### src/rtl/rbnh_pkg.sv
// ----------------------------------------------------------------------------
// rbnh_pkg
// Types and constants shared by the ray/box nearest-hit block.
// ----------------------------------------------------------------------------
package rbnh_pkg;

   localparam int IDX_W       = 10;   // width of nearest_index
   localparam int DIST_W      = 31;   // width of nearest_distance
   localparam int NUM_W       = 33;   // bound minus origin
   localparam int DIV_STEPS   = 49;   // quotient bits of (diff << 16) / d
   localparam int DIV_CNT_W   = 6;
   localparam int QUEUE_DEPTH = 2;

   localparam logic signed [31:0] DIST_MAX = 32'sh7FFF_FFFF;
   localparam logic signed [31:0] DIST_MIN = 32'sh8000_0000;

   typedef logic [2:0][31:0] vec3_type;

   typedef enum logic [2:0] {
      REG_ORIGIN_X    = 3'd0,
      REG_ORIGIN_Y    = 3'd1,
      REG_ORIGIN_Z    = 3'd2,
      REG_DIRECTION_X = 3'd3,
      REG_DIRECTION_Y = 3'd4,
      REG_DIRECTION_Z = 3'd5
   } csr_idx_type;

   // one classified box, front to back
   typedef struct packed {
      logic [2:0][NUM_W-1:0] num_lo;     // box_min - origin, signed
      logic [2:0][NUM_W-1:0] num_hi;     // box_max - origin, signed
      logic [2:0]            parallel;   // direction is zero on that axis
      logic [2:0]            par_pass;   // origin within bounds on that axis
      logic                  skip;       // past the index limit
      logic                  last;
      logic [IDX_W-1:0]      position;
   } box_entry_type;

   typedef struct packed {
      logic                    start;
      logic signed [NUM_W-1:0] num;
      logic signed [31:0]      den;
   } div_req_type;

   typedef struct packed {
      logic               done;
      logic signed [31:0] quot;
   } div_rsp_type;

   typedef enum logic [2:0] {
      ST_IDLE,
      ST_AXIS,
      ST_DIV_LO,
      ST_DIV_HI,
      ST_CHECK,
      ST_FINISH
   } back_state_type;

endpackage

### src/rtl/rbnh_queue.sv
// ----------------------------------------------------------------------------
// rbnh_queue
// Short FIFO of classified boxes between the front and the back.
// ----------------------------------------------------------------------------
module rbnh_queue (
   input  logic                   clock,
   input  logic                   reset,
   input  logic                   push,
   input  rbnh_pkg::box_entry_type push_entry,
   output logic                   full,
   input  logic                   pop,
   output rbnh_pkg::box_entry_type head,
   output logic                   not_empty
);
   import rbnh_pkg::*;

   localparam int PTR_W = (QUEUE_DEPTH > 1) ? $clog2(QUEUE_DEPTH) : 1;
   localparam int CNT_W = $clog2(QUEUE_DEPTH + 1);

   box_entry_type      mem_ff [QUEUE_DEPTH];
   logic [PTR_W-1:0]   wr_ptr_ff, wr_ptr_in;
   logic [PTR_W-1:0]   rd_ptr_ff, rd_ptr_in;
   logic [CNT_W-1:0]   count_ff,  count_in;
   logic               do_push, do_pop;

   assign full      = (count_ff == CNT_W'(QUEUE_DEPTH));
   assign not_empty = (count_ff != '0);
   assign do_push   = push && !full;
   assign do_pop    = pop && not_empty;
   assign head      = mem_ff[rd_ptr_ff];

   always_comb begin
      wr_ptr_in = wr_ptr_ff;
      rd_ptr_in = rd_ptr_ff;
      count_in  = count_ff;
      if (do_push) begin
         wr_ptr_in = (wr_ptr_ff == PTR_W'(QUEUE_DEPTH - 1)) ? '0 : wr_ptr_ff + 1'b1;
      end
      if (do_pop) begin
         rd_ptr_in = (rd_ptr_ff == PTR_W'(QUEUE_DEPTH - 1)) ? '0 : rd_ptr_ff + 1'b1;
      end
      if (do_push && !do_pop) begin
         count_in = count_ff + 1'b1;
      end else if (do_pop && !do_push) begin
         count_in = count_ff - 1'b1;
      end
   end

   always_ff @(posedge clock) begin
      if (reset) begin
         wr_ptr_ff <= '0;
         rd_ptr_ff <= '0;
         count_ff  <= '0;
      end else begin
         wr_ptr_ff <= wr_ptr_in;
         rd_ptr_ff <= rd_ptr_in;
         count_ff  <= count_in;
      end
   end

   always_ff @(posedge clock) begin
      if (do_push) begin
         mem_ff[wr_ptr_ff] <= push_entry;
      end
   end

endmodule

### src/rtl/rbnh_front.sv
// ----------------------------------------------------------------------------
// rbnh_front
// Takes boxes, numbers them, and works out the per-axis differences and
// parallel-axis tests before handing them to the queue.
// ----------------------------------------------------------------------------
module rbnh_front #(
   parameter int MAX_BOXES = 1024
) (
   input  logic                    clock,
   input  logic                    reset,
   input  logic                    req_tvalid,
   output logic                    req_tready,
   input  logic [191:0]            req_tdata,
   input  logic                    req_tlast,
   input  rbnh_pkg::vec3_type      origin,
   input  rbnh_pkg::vec3_type      direction,
   input  logic                    q_full,
   output logic                    push,
   output rbnh_pkg::box_entry_type push_entry
);
   import rbnh_pkg::*;

   localparam int CNT_W = $clog2(MAX_BOXES + 1);

   logic [CNT_W-1:0] count_ff, count_in;
   logic             skip;

   assign req_tready = !q_full;
   assign push       = req_tvalid && !q_full;
   assign skip       = (count_ff >= CNT_W'(MAX_BOXES));

   always_comb begin
      logic signed [31:0] lo, hi, o;
      push_entry = '0;
      for (int i = 0; i < 3; i++) begin
         lo = $signed(req_tdata[32*i +: 32]);
         hi = $signed(req_tdata[96 + 32*i +: 32]);
         o  = $signed(origin[i]);
         push_entry.num_lo[i]   = {lo[31], lo} - {o[31], o};
         push_entry.num_hi[i]   = {hi[31], hi} - {o[31], o};
         push_entry.parallel[i] = (direction[i] == '0);
         push_entry.par_pass[i] = (o >= lo) && (o <= hi);
      end
      push_entry.skip     = skip;
      push_entry.last     = req_tlast;
      push_entry.position = IDX_W'(count_ff);
   end

   always_comb begin
      count_in = count_ff;
      if (push) begin
         if (req_tlast) begin
            count_in = '0;
         end else if (!skip) begin
            count_in = count_ff + 1'b1;
         end
      end
   end

   always_ff @(posedge clock) begin
      if (reset) begin
         count_ff <= '0;
      end else begin
         count_ff <= count_in;
      end
   end

endmodule

### src/rtl/rbnh_div.sv
// ----------------------------------------------------------------------------
// rbnh_div
// Signed (num << 16) / den, truncated and saturated to 32 bits.
// Restoring divider, one quotient bit per cycle.
// ----------------------------------------------------------------------------
module rbnh_div (
   input  logic                  clock,
   input  logic                  reset,
   input  rbnh_pkg::div_req_type req,
   output rbnh_pkg::div_rsp_type rsp
);
   import rbnh_pkg::*;

   localparam int Q_W = DIV_STEPS;

   logic                 busy_ff, fin_ff, done_ff;
   logic [DIV_CNT_W-1:0] cnt_ff;
   logic [Q_W-1:0]       q_ff;
   logic [31:0]          rem_ff;
   logic [31:0]          den_ff;
   logic                 neg_ff;
   logic signed [31:0]   quot_ff;

   logic [NUM_W-1:0]     num_mag;
   logic [31:0]          den_mag;
   logic [32:0]          shifted, trial;
   logic signed [31:0]   sat;

   assign num_mag = req.num[NUM_W-1] ? NUM_W'(-req.num) : NUM_W'(req.num);
   assign den_mag = req.den[31] ? 32'(-req.den) : 32'(req.den);
   assign shifted = {rem_ff, q_ff[Q_W-1]};
   assign trial   = shifted - {1'b0, den_ff};

   always_comb begin
      if (neg_ff) begin
         sat = (q_ff > Q_W'(33'h0_8000_0000)) ? DIST_MIN : -$signed(q_ff[31:0]);
      end else begin
         sat = (q_ff > Q_W'(33'h0_7FFF_FFFF)) ? DIST_MAX : $signed(q_ff[31:0]);
      end
   end

   always_ff @(posedge clock) begin
      if (reset) begin
         busy_ff <= 1'b0;
         fin_ff  <= 1'b0;
         done_ff <= 1'b0;
         cnt_ff  <= '0;
      end else begin
         done_ff <= 1'b0;
         if (req.start) begin
            busy_ff <= 1'b1;
            cnt_ff  <= DIV_CNT_W'(DIV_STEPS);
         end else if (busy_ff) begin
            cnt_ff <= cnt_ff - 1'b1;
            if (cnt_ff == DIV_CNT_W'(1)) begin
               busy_ff <= 1'b0;
               fin_ff  <= 1'b1;
            end
         end else if (fin_ff) begin
            fin_ff  <= 1'b0;
            done_ff <= 1'b1;
         end
      end
   end

   always_ff @(posedge clock) begin
      if (req.start) begin
         q_ff   <= {num_mag, 16'd0};
         rem_ff <= '0;
         den_ff <= den_mag;
         neg_ff <= req.num[NUM_W-1] ^ req.den[31];
      end else if (busy_ff) begin
         if (!trial[32]) begin
            rem_ff <= trial[31:0];
            q_ff   <= {q_ff[Q_W-2:0], 1'b1};
         end else begin
            rem_ff <= shifted[31:0];
            q_ff   <= {q_ff[Q_W-2:0], 1'b0};
         end
      end
      if (fin_ff) begin
         quot_ff <= sat;
      end
   end

   assign rsp.done = done_ff;
   assign rsp.quot = quot_ff;

endmodule

### src/rtl/rbnh_back.sv
// ----------------------------------------------------------------------------
// rbnh_back
// Runs the slab test of one queued box axis by axis on the shared divider,
// keeps the running nearest hit and registers the pick result.
// ----------------------------------------------------------------------------
module rbnh_back (
   input  logic                    clock,
   input  logic                    reset,
   input  rbnh_pkg::vec3_type      direction,
   input  rbnh_pkg::box_entry_type head,
   input  logic                    not_empty,
   output logic                    pop,
   output rbnh_pkg::div_req_type   div_req,
   input  rbnh_pkg::div_rsp_type   div_rsp,
   output logic                    rsp_tvalid,
   input  logic                    rsp_tready,
   output logic [47:0]             rsp_tdata
);
   import rbnh_pkg::*;

   back_state_type     state_ff, state_in;
   box_entry_type      entry_ff, entry_in;
   logic [1:0]         axis_ff, axis_in;
   logic signed [31:0] tmin_ff, tmin_in, tmax_ff, tmax_in, ta_ff, ta_in;
   logic               hit_ff, hit_in;
   logic [DIST_W-1:0]  best_ff, best_in;
   logic [IDX_W-1:0]   best_pos_ff, best_pos_in;
   logic               any_ff, any_in;
   logic               out_valid_ff, out_valid_in;
   logic               out_hit_ff, out_hit_in;
   logic [IDX_W-1:0]   out_idx_ff, out_idx_in;
   logic [DIST_W-1:0]  out_dist_ff, out_dist_in;

   logic signed [31:0] near_t, far_t;
   logic               better;

   assign near_t = (ta_ff <= div_rsp.quot) ? ta_ff : div_rsp.quot;
   assign far_t  = (ta_ff <= div_rsp.quot) ? div_rsp.quot : ta_ff;
   assign better = hit_ff && (tmin_ff > 32'sd0) && (tmin_ff < $signed({1'b0, best_ff}));

   always_comb begin
      state_in     = state_ff;
      entry_in     = entry_ff;
      axis_in      = axis_ff;
      tmin_in      = tmin_ff;
      tmax_in      = tmax_ff;
      ta_in        = ta_ff;
      hit_in       = hit_ff;
      best_in      = best_ff;
      best_pos_in  = best_pos_ff;
      any_in       = any_ff;
      out_valid_in = out_valid_ff && !rsp_tready;
      out_hit_in   = out_hit_ff;
      out_idx_in   = out_idx_ff;
      out_dist_in  = out_dist_ff;
      pop          = 1'b0;
      div_req      = '0;
      div_req.num  = $signed(entry_ff.num_lo[axis_ff]);
      div_req.den  = $signed(direction[axis_ff]);

      unique case (state_ff)
         ST_IDLE: begin
            if (not_empty) begin
               pop      = 1'b1;
               entry_in = head;
               axis_in  = '0;
               tmin_in  = '0;
               tmax_in  = DIST_MAX;
               hit_in   = !head.skip;
               state_in = head.skip ? ST_FINISH : ST_AXIS;
            end
         end
         ST_AXIS: begin
            if (entry_ff.parallel[axis_ff]) begin
               if (!entry_ff.par_pass[axis_ff]) begin
                  hit_in   = 1'b0;
                  state_in = ST_FINISH;
               end else if (axis_ff == 2'd2) begin
                  state_in = ST_FINISH;
               end else begin
                  axis_in = axis_ff + 1'b1;
               end
            end else begin
               div_req.start = 1'b1;
               state_in      = ST_DIV_LO;
            end
         end
         ST_DIV_LO: begin
            if (div_rsp.done) begin
               ta_in         = div_rsp.quot;
               div_req.start = 1'b1;
               div_req.num   = $signed(entry_ff.num_hi[axis_ff]);
               state_in      = ST_DIV_HI;
            end
         end
         ST_DIV_HI: begin
            if (div_rsp.done) begin
               if (near_t > tmin_ff) tmin_in = near_t;
               if (far_t < tmax_ff)  tmax_in = far_t;
               state_in = ST_CHECK;
            end
         end
         ST_CHECK: begin
            if (tmin_ff > tmax_ff) begin
               hit_in   = 1'b0;
               state_in = ST_FINISH;
            end else if (axis_ff == 2'd2) begin
               state_in = ST_FINISH;
            end else begin
               axis_in  = axis_ff + 1'b1;
               state_in = ST_AXIS;
            end
         end
         ST_FINISH: begin
            if (!entry_ff.last) begin
               if (better) begin
                  best_in     = DIST_W'(tmin_ff);
                  best_pos_in = entry_ff.position;
                  any_in      = 1'b1;
               end
               state_in = ST_IDLE;
            end else if (!out_valid_ff || rsp_tready) begin
               out_valid_in = 1'b1;
               out_hit_in   = any_ff || better;
               out_idx_in   = better ? entry_ff.position : (any_ff ? best_pos_ff : '0);
               out_dist_in  = better ? DIST_W'(tmin_ff) : best_ff;
               best_in      = DIST_W'(DIST_MAX);
               best_pos_in  = '0;
               any_in       = 1'b0;
               state_in     = ST_IDLE;
            end
         end
         default: state_in = ST_IDLE;
      endcase
   end

   always_ff @(posedge clock) begin
      if (reset) begin
         state_ff     <= ST_IDLE;
         best_ff      <= DIST_W'(DIST_MAX);
         best_pos_ff  <= '0;
         any_ff       <= 1'b0;
         out_valid_ff <= 1'b0;
      end else begin
         state_ff     <= state_in;
         best_ff      <= best_in;
         best_pos_ff  <= best_pos_in;
         any_ff       <= any_in;
         out_valid_ff <= out_valid_in;
      end
   end

   always_ff @(posedge clock) begin
      entry_ff    <= entry_in;
      axis_ff     <= axis_in;
      tmin_ff     <= tmin_in;
      tmax_ff     <= tmax_in;
      ta_ff       <= ta_in;
      hit_ff      <= hit_in;
      out_hit_ff  <= out_hit_in;
      out_idx_ff  <= out_idx_in;
      out_dist_ff <= out_dist_in;
   end

   assign rsp_tvalid = out_valid_ff;
   assign rsp_tdata  = {6'd0, out_dist_ff, out_idx_ff, out_hit_ff};

endmodule

### src/rtl/ray_box_nearest_hit.sv
// ----------------------------------------------------------------------------
// ray_box_nearest_hit
// Nearest ray/box hit over a stream of axis-aligned boxes.
// ----------------------------------------------------------------------------
// The ray (origin, direction; signed Q16.16) must be written over the APB port
// only while the block is idle; the block itself does not enforce this. Boxes
// stream in on req_*; tlast closes a pick, and one result item then comes out
// on rsp_* with the nearest box hit at a distance above zero. Boxes are
// classified on entry and queued two deep; the back end runs the slab
// divisions on one shared restoring divider that makes one quotient bit per
// cycle. Boxes beyond MAX_BOXES are counted out. A last box waits in the back
// end while the previous result item is still held on rsp_*.
module ray_box_nearest_hit #(
   parameter int MAX_BOXES = 1024
) (
   input  logic         clock,
   input  logic         reset,
   // req_tdata: box_min_x, box_min_y, box_min_z, box_max_x, box_max_y, box_max_z
   input  logic         req_tvalid,
   output logic         req_tready,
   input  logic [191:0] req_tdata,
   input  logic         req_tlast,       // last_box
   // rsp_tdata: hit_found, nearest_index[9:0], nearest_distance[30:0], zero fill
   output logic         rsp_tvalid,
   input  logic         rsp_tready,
   output logic [47:0]  rsp_tdata,
   input  logic         csr_psel,
   input  logic         csr_penable,
   input  logic         csr_pwrite,
   input  logic [4:0]   csr_paddr,
   input  logic [31:0]  csr_pwdata,
   output logic [31:0]  csr_prdata,
   output logic         csr_pready
);
   import rbnh_pkg::*;

   vec3_type      origin_ff, direction_ff;
   csr_idx_type   csr_idx;
   logic          csr_wr;
   logic          push, q_full, pop, not_empty;
   box_entry_type push_entry, head;
   div_req_type   div_req;
   div_rsp_type   div_rsp;

   assign csr_pready = 1'b1;
   assign csr_idx    = csr_idx_type'(csr_paddr[4:2]);
   assign csr_wr     = csr_psel && csr_penable && csr_pwrite && csr_pready;

   always_ff @(posedge clock) begin
      if (reset) begin
         origin_ff    <= '0;
         direction_ff <= {32'h0001_0000, 32'd0, 32'd0};
      end else if (csr_wr) begin
         unique case (csr_idx)
            REG_ORIGIN_X:    origin_ff[0]    <= csr_pwdata;
            REG_ORIGIN_Y:    origin_ff[1]    <= csr_pwdata;
            REG_ORIGIN_Z:    origin_ff[2]    <= csr_pwdata;
            REG_DIRECTION_X: direction_ff[0] <= csr_pwdata;
            REG_DIRECTION_Y: direction_ff[1] <= csr_pwdata;
            REG_DIRECTION_Z: direction_ff[2] <= csr_pwdata;
            default: ;
         endcase
      end
   end

   always_comb begin
      unique case (csr_idx)
         REG_ORIGIN_X:    csr_prdata = origin_ff[0];
         REG_ORIGIN_Y:    csr_prdata = origin_ff[1];
         REG_ORIGIN_Z:    csr_prdata = origin_ff[2];
         REG_DIRECTION_X: csr_prdata = direction_ff[0];
         REG_DIRECTION_Y: csr_prdata = direction_ff[1];
         REG_DIRECTION_Z: csr_prdata = direction_ff[2];
         default:         csr_prdata = '0;
      endcase
   end

   rbnh_front #(
      .MAX_BOXES(MAX_BOXES)
   ) u_front (
      .clock      (clock),
      .reset      (reset),
      .req_tvalid (req_tvalid),
      .req_tready (req_tready),
      .req_tdata  (req_tdata),
      .req_tlast  (req_tlast),
      .origin     (origin_ff),
      .direction  (direction_ff),
      .q_full     (q_full),
      .push       (push),
      .push_entry (push_entry)
   );

   rbnh_queue u_queue (
      .clock      (clock),
      .reset      (reset),
      .push       (push),
      .push_entry (push_entry),
      .full       (q_full),
      .pop        (pop),
      .head       (head),
      .not_empty  (not_empty)
   );

   rbnh_div u_div (
      .clock (clock),
      .reset (reset),
      .req   (div_req),
      .rsp   (div_rsp)
   );

   rbnh_back u_back (
      .clock      (clock),
      .reset      (reset),
      .direction  (direction_ff),
      .head       (head),
      .not_empty  (not_empty),
      .pop        (pop),
      .div_req    (div_req),
      .div_rsp    (div_rsp),
      .rsp_tvalid (rsp_tvalid),
      .rsp_tready (rsp_tready),
      .rsp_tdata  (rsp_tdata)
   );

endmodule
### config.mk
export PLATFORM = sky130hd
export DESIGN_NAME = ray_box_nearest_hit
export DESIGN_NICKNAME = d
export VERILOG_FILES = /design/src/rtl/rbnh_pkg.sv /design/src/rtl/rbnh_queue.sv /design/src/rtl/rbnh_front.sv /design/src/rtl/rbnh_div.sv /design/src/rtl/rbnh_back.sv /design/src/rtl/ray_box_nearest_hit.sv
export SDC_FILE = /design/constraint.sdc
export NUM_CORES = 2
export LEC_CHECK = 0
export BUFFER_PORTS_ARGS = -buffer_cell sky130_fd_sc_hd__buf_4
export CAP_MARGIN = 20
export CORE_UTILIZATION = 33
export DETAILED_ROUTE_END_ITERATION = 10
export MAX_ROUTING_LAYER = met4
export PLACE_DENSITY = 0.52
export SLEW_MARGIN = 40
export SYNTH_ARGS = -nofsm -noshare
export SYNTH_HDL_FRONTEND = slang
export SYNTH_SLANG_ARGS = --single-unit
### constraint.sdc
create_clock -name clock -period 12 [get_ports clock]
set_input_delay 3 -clock clock [delete_from_list [all_inputs] [get_ports clock]]
set_output_delay 3 -clock clock [all_outputs]
set_load 0.05 [all_outputs]
# [Yosys cells after proc, flatten, opt, wreduce, memory -nomap -nowiden]
# Memory sizes are Yosys's and may differ from the RTL's. A register that Yosys moved wholly into a read port is not among the register bits.
# Index checks and enable logic that the tools add are counted.
[totals] wordCells=252 memories=1 ff_bits=764 output_inout_bits=83 mem_bits_rw=432
[classes] addsub=17 n_eq_ne=28 n_bitwise=2 mux=91 magnitude_cmp=16 n_reduce_logical=52
[mem_list] name="u_queue.mem_ff" depth=2 word_bits=216 read_ports=1 rd_clocked_by_memory_dff=1 write_ports=1 line="rbnh_queue.sv:20" rtl="box_entry_type mem_ff [QUEUE_DEPTH];"
[ops] cell="32-bit two-way mux" count=13
[ops] cell="32-bit by 32-bit subtractor with 33-bit output" count=6
[ops] cell="32-bit case mux with 6 select lines" count=1
[ops] cell="33-bit binary-select mux with 2-bit select" count=2
[ops] cell="33-bit two-way mux" count=4
[ops] cell="32-bit <= comparator" count=4
[ops] cell="32-bit case mux with 2 select lines" count=2
[ops] cell="31-bit two-way mux" count=4
[ops] cell="49-bit two-way mux" count=2
[ops] cell="32-bit greater-or-equal comparator" count=3
[ops] cell="32-bit logical NOT" count=3
[ops] cell="32-bit binary-select mux with 2-bit select" count=1
[ops] cell="32-bit > comparator" count=2
[ops] cell="32-bit less-than comparator" count=2
[ops] cell="32-bit negator" count=2
[ops] cell="10-bit two-way mux" count=5
[ops] cell="49-bit by 31-bit > comparator with 1-bit output (second input constant)" count=1
[ops] cell="49-bit by 32-bit > comparator with 1-bit output (second input constant)" count=1
[ops] cell="34-bit two-way mux" count=1
[ops] cell="3-bit two-way mux" count=11
[ops] cell="33-bit negator" count=1
[ops] cell="33-bit by 32-bit subtractor with 33-bit output" count=1
[ops] cell="32-bit by 1-bit > comparator with 1-bit output (second input constant)" count=1
[ops] cell="1-bit two-way mux" count=28
[ops] cell="other kinds (38)" count=105

# [Longest topological paths before layout]
[logic_depth] word_depth=8 mapped_depth=24

# [Hierarchy]
# A second synthesis with hierarchy kept.
[unflattened] hier_cells=6042 hier_area_um2=67186.9
[modules_own_cells] module="rbnh_back" n_inst=1 cells_each=1617 seq_area_each_um2=11611.1 area_per_inst_um2=20106.8
[modules_own_cells] module="rbnh_queue" n_inst=1 cells_each=697 seq_area_each_um2=13072.5 area_per_inst_um2=16374.5
[modules_own_cells] module="rbnh_front" n_inst=1 cells_each=1659 seq_area_each_um2=220.2 area_per_inst_um2=11418.5
[modules_own_cells] module="rbnh_div" n_inst=1 cells_each=1128 seq_area_each_um2=4083.9 area_per_inst_um2=10206.0
[modules_own_cells] module="ray_box_nearest_hit" n_inst=1 cells_each=941 seq_area_each_um2=3843.7 area_per_inst_um2=9081.2

# [Worst setup path after synthesis]
# OpenSTA, ideal clock, no wires.
[synth_timing] kind="input to register" start="in req_tvalid" end="mem u_queue.mem_ff[0][0] (netlist name), enable pin" path_slack_ns=-0.907 path_stages=2 t_required_ns=11.203 arrival_time_ns=12.110 setup_time_ns=0.797 cell_sequence="nand2_1 > nor2_1"
[synth_between] elab_chain_len=4
[synth_rtl] element="from (decl)" line="ray_box_nearest_hit.sv:19" rtl="input logic req_tvalid,"
[synth_rtl] element="1-bit logical AND" line="rbnh_front.sv:29" rtl="assign push = req_tvalid && !q_full;"
[synth_rtl] element="1-bit logical AND" line="rbnh_queue.sv:28" rtl="assign do_push = push && !full;"
[synth_rtl] element="1-bit two-way mux" line="rbnh_queue.sv:62" rtl="if (do_push) begin"
[synth_rtl] element="1-bit two-way mux (not written as such)" line="rbnh_queue.sv:63" rtl="mem_ff[wr_ptr_ff] <= push_entry;"
[synth_rtl] element="to (decl)" line="rbnh_queue.sv:20"
# No other way between the ends.

# [Worst setup path in the final report]
[layout_timing] start="in csr_paddr[4]" end="out csr_prdata[20]"
[layout_between] elab_chain_len=2 elab_cells_between_ends=7 classes_between="eq/ne (5); mux (1); reduce/logical (1)"
[layout_rtl] element="from (decl)" line="ray_box_nearest_hit.sv:30" rtl="input logic [4:0] csr_paddr,"
[layout_rtl] element="3-bit equality test, or another cell as far along" line="ray_box_nearest_hit.sv:67" rtl="unique case (csr_idx)"
[layout_rtl] element="32-bit case mux with 6 select lines (*)" line="ray_box_nearest_hit.sv:67"
[layout_rtl] element="to (decl)" line="ray_box_nearest_hit.sv:32" rtl="output logic [31:0] csr_prdata,"
# Mark *: on every way between the ends. The rest lies on a longest branch, timed or not.

==> summary.md <==
| Metric | Value |
|---|---|
| Area of the multi-input gates | `28700 sq um` |
| Worst VDD drop | `0.159 mV` |
| Most numerous cell on the critical path | `buf_4` |
| Net Switching | `5330 uW` |
| CTS clk-pin slew, worst paths | `0.06 ns` |
| Number of global-route vias before repair | `45400` |
| GRT overflow | `0` |
| Buf/Inv on CP | `3` |
| Sequential cell area | `32800 sq um` |
| Via count | `46800` |
| Top Ports | `320` |
| Worst-margin pin slew | `0.895 ns` |
| CP max stage cell | `buf_4` |
| Clock Sinks | `1197` |
| Num rows | `161` |
| Seq cells post-synth | `1197` |
| Final Max Slew Viols | `0` |
| Crit path from | `csr_paddr[4]` |
| Grt met1 use | `0.260` |
| Synth unique cells | `88` |
| R2r startpoint | `u_div.quot_ff[31]$_DFFE_PP_` |
| Clk Latency, worst-skew pair | `0.82 ns` |
| Clock Skew | `0.0740 ns` |
| Combinational share of power | `0.313` |
| Fin crit period | `7.68 ns` |
| Top cell type's share of synthesized area | `0.417` |
| Share of cells above drive strength 1 | `0.145` |
| H-tree Lvls | `4` |
| DR WL/cell | `22.7 um` |
| Part of the power in registers | `0.400` |
| Drt via density | `5.23` |
| CTS tree | `done` |
| Die height | `442 um` |
| Max Buffers Root-to-Sink | `3` |
| Cell area after synthesis | `63900 sq um` |
| Worst hold path type | `flip-flop to flip-flop` |
| Worst setup EP type | `primary output` |
| Synth area leader | `edfxtp_1` |
| Maximum clock frequency | `130 MHz` |
| First-pass GRT wire length | `297 mm` |
| Gr busiest metal | `met2` |
| Die Area | `195000 sq um` |
| Top_reg_cell synth | `edfxtp_1` |
| Crit Path Class | `primary input to primary output` |
| Headroom to the max-slew limit | `0.397` |
| Power density cells | `206 nW/um^2` |
| Cells after Synth | `6027` |
| Number of port buffers | `310` |
| Setup violators final | `0` |
| MaxCap Viol Count | `0` |
| Placer Congestion | `0.934` |
| Worst path max stage delay | `0.45 ns` |
| Clock network power share | `0.286` |
| TritonCTS Buffers | `141` |
| Util after Layout | `0.384` |
| Top post-synthesis cells by area | `edfxtp_1 42%, dfxtp_1 9.8%, ha_1 7.8%, mux2_2 4.4%, nand2_1 4.3%` |
| Remaining DRCs | `0` |
| Cts repair resizes | `0` |
| Drt pass-1 iters | `5` |
| 1st-iter DRT viols | `3914` |
| CP arrival | `4.68 ns` |
| P_leak | `0.0273 uW` |
| RSZ-0062 raised after global routing | `false` |
| Switching share of power | `0.350` |
| Critical Path RT | `9.00 ns` |
| Hold Crit Start | `u_div.quot_ff[1]$_DFFE_PP_` |
| Post-synth EDFFs | `886` |
| Final Hold Viols | `0` |
| Mean Syn Cell Area | `10.6 sq um` |
| Initial antenna violation count | `26` |
| Core Box Area | `192000 sq um` |
| Syn. warnings | `0` |
| Status | `complete, no violations` |
| Final HPWL DP | `151 mm` |
| Met3 Track Usage GR | `0.0308` |
| Initial Util | `0.332` |
| Postcts setup bufs | `0` |
| Pint | `9910 uW` |
| Total Routing Usage GR | `0.208` |
| Layout area overhead | `15.8%` |
| Power Total | `15200 uW` |
| Met2 usage | `0.344` |
| Period utilisation layout | `0.640` |
| Largest net degree at the start of global routing | `132` |
| FILL cells | `18700` |
| Register area share after synthesis | `0.514` |
| CP Cell Sequence | `buf_4, nor3b_2, buf_4, a22oi_1, nand3_1, buf_4` |
| Final Net Count | `6916` |
| CTS Hold Bufs | `0` |
| Post-synth ARST share | `0` |
| Final ANT Viol Nets | `0` |
| CP delay by family, top | `buffers and inverters` |
| Die W | `442 um` |
| CTS Root Cell | `clkbuf_16` |
| Worst-path fanout max | `34` |
| Worst Setup Start Kind | `primary input` |
| WL final | `203 mm` |
| Setup TNS | `0 ns` |
[state kept, by name, summed over array words and instances, names as in the netlist, 32 cells and up, named ones only]
name / flops
u_queue.mem_ff: 432
u_back.entry_ff: 215
direction_ff: 96
origin_ff: 96
u_div.q_ff: 49
u_back.ta_ff: 32
u_back.tmax_ff: 32
u_back.tmin_ff: 32
u_div.den_ff: 32
u_div.quot_ff: 32
u_div.rem_ff: 32
[through the flow]
stage                     cells  cell area, sq um  setup WS, ns  hold WS [ns]
after floorplan            6032             63900         0.730         0.444
after global placement     8650             68900          4.32         0.459
after detailed placement   8652             69000          4.32         0.466
after CTS                  8914             73700          4.32         0.477
after global routing       8940             73900          4.32         0.494
final                      8944             73900          4.32         0.479
[power groups by stage]
stage,Combinational [uW],Clock (uW),Sequential [uW]
final,4780,4360,6110
after global routing,5260,4630,6190
after CTS,4780,4460,6120
after detailed placement,4760,0,6200
after global placement,4670,0,6210
after floorplan,3260,0,6200
[synth_stat cells (8+ instances only)]
master,instances
a211oi_1,24
a21boi_0,16
a21o_1,142
a21oi_1,542
a221oi_1,11
a22oi_1,99
a31oi_1,26
and2_1,57
and3_1,23
buf_1,9
buf_2,14
buf_4,8
clkbuf_1,239
dfxtp_1,311
edfxtp_1,886
ha_1,398
inv_1,392
mux2_2,252
mux2i_1,86
mux4_2,33
nand2_1,728
nand2b_1,75
nand3_1,106
nand3b_1,14
nand4_1,83
nor2_1,302
nor2b_1,52
nor3_1,79
nor3b_1,10
nor4_1,88
o211ai_1,11
o21a_1,35
o21ai_0,342
o21bai_1,31
o2bb2ai_1,18
o311ai_1,26
o31ai_1,23
o41ai_1,10
or2_2,14
or3_1,28
xnor2_1,177
xor2_1,72
[worst paths after layout]
kind | endpoint | slack (ns) | cells after the start
worst max-delay path | csr_prdata[20] | 4.32 | 6
worst min-delay path | u_back.ta_ff[1]$_DFFE_PP_ | 0.48 | 0
worst max register to register | u_back.tmax_ff[17]$_SDFFCE_PN1P_ | 5.23 | 21
worst min register to register | u_back.ta_ff[1]$_DFFE_PP_ | 0.48 | 0
[kinds of logic after synthesis]
kind of cell	Yosys count	synth area share
simple gates	1699	0.125
compound gates	1440	0.137
flops	1197	0.514
buf+inv	664	0.0399
fa+ha+maj	405	0.0802
mux	371	0.0696
xor+xnor	249	0.0342
other cells	2	0.000118
[placed cells by master (no fill, tap or decap), types with 75 or more instances in the layout]
cell | synthesis | layout
nor3_1 | 79 | 77
o21ai_0 | 342 | 336
a21oi_1 | 542 | 542
xnor2_1 | 177 | 176
nand2_1 | 728 | 724
mux2i_1 | 86 | 86
edfxtp_1 | 886 | 886
inv_1 | 392 | 390
nand4_1 | 83 | 83
nor2_1 | 302 | 300
clkbuf_16 | 0 | 142
nand2b_1 | 75 | 75
mux2_2 | 252 | 252
dfxtp_1 | 311 | 309
a22oi_1 | 99 | 99
a21o_1 | 142 | 141
nor4_1 | 88 | 84
nand3_1 | 106 | 106
ha_1 | 398 | 398
buf_4 | 8 | 355
[layout make-up]
cell class | count | share of cell area
diodes | 25 | 0.000846
clock buffers | 192 | 0.0522
clock inverters | 70 | 0.0122
inverters | 393 | 0.0200
multi-input cells | 4171 | 0.388
flip-flops and latches | 1197 | 0.444
well taps | 2526 | 0.0428
repair buffers | 370 | 0.0400
[metal layers]
layer / part of all wire / wire [um]
met1: 0.44 / 89000
met2: 0.48 / 98200
met3: 0.041 / 8400
met5: 0 / 0
met4: 0.035 / 7090
Note: power is estimated with default switching activity, not from simulation.
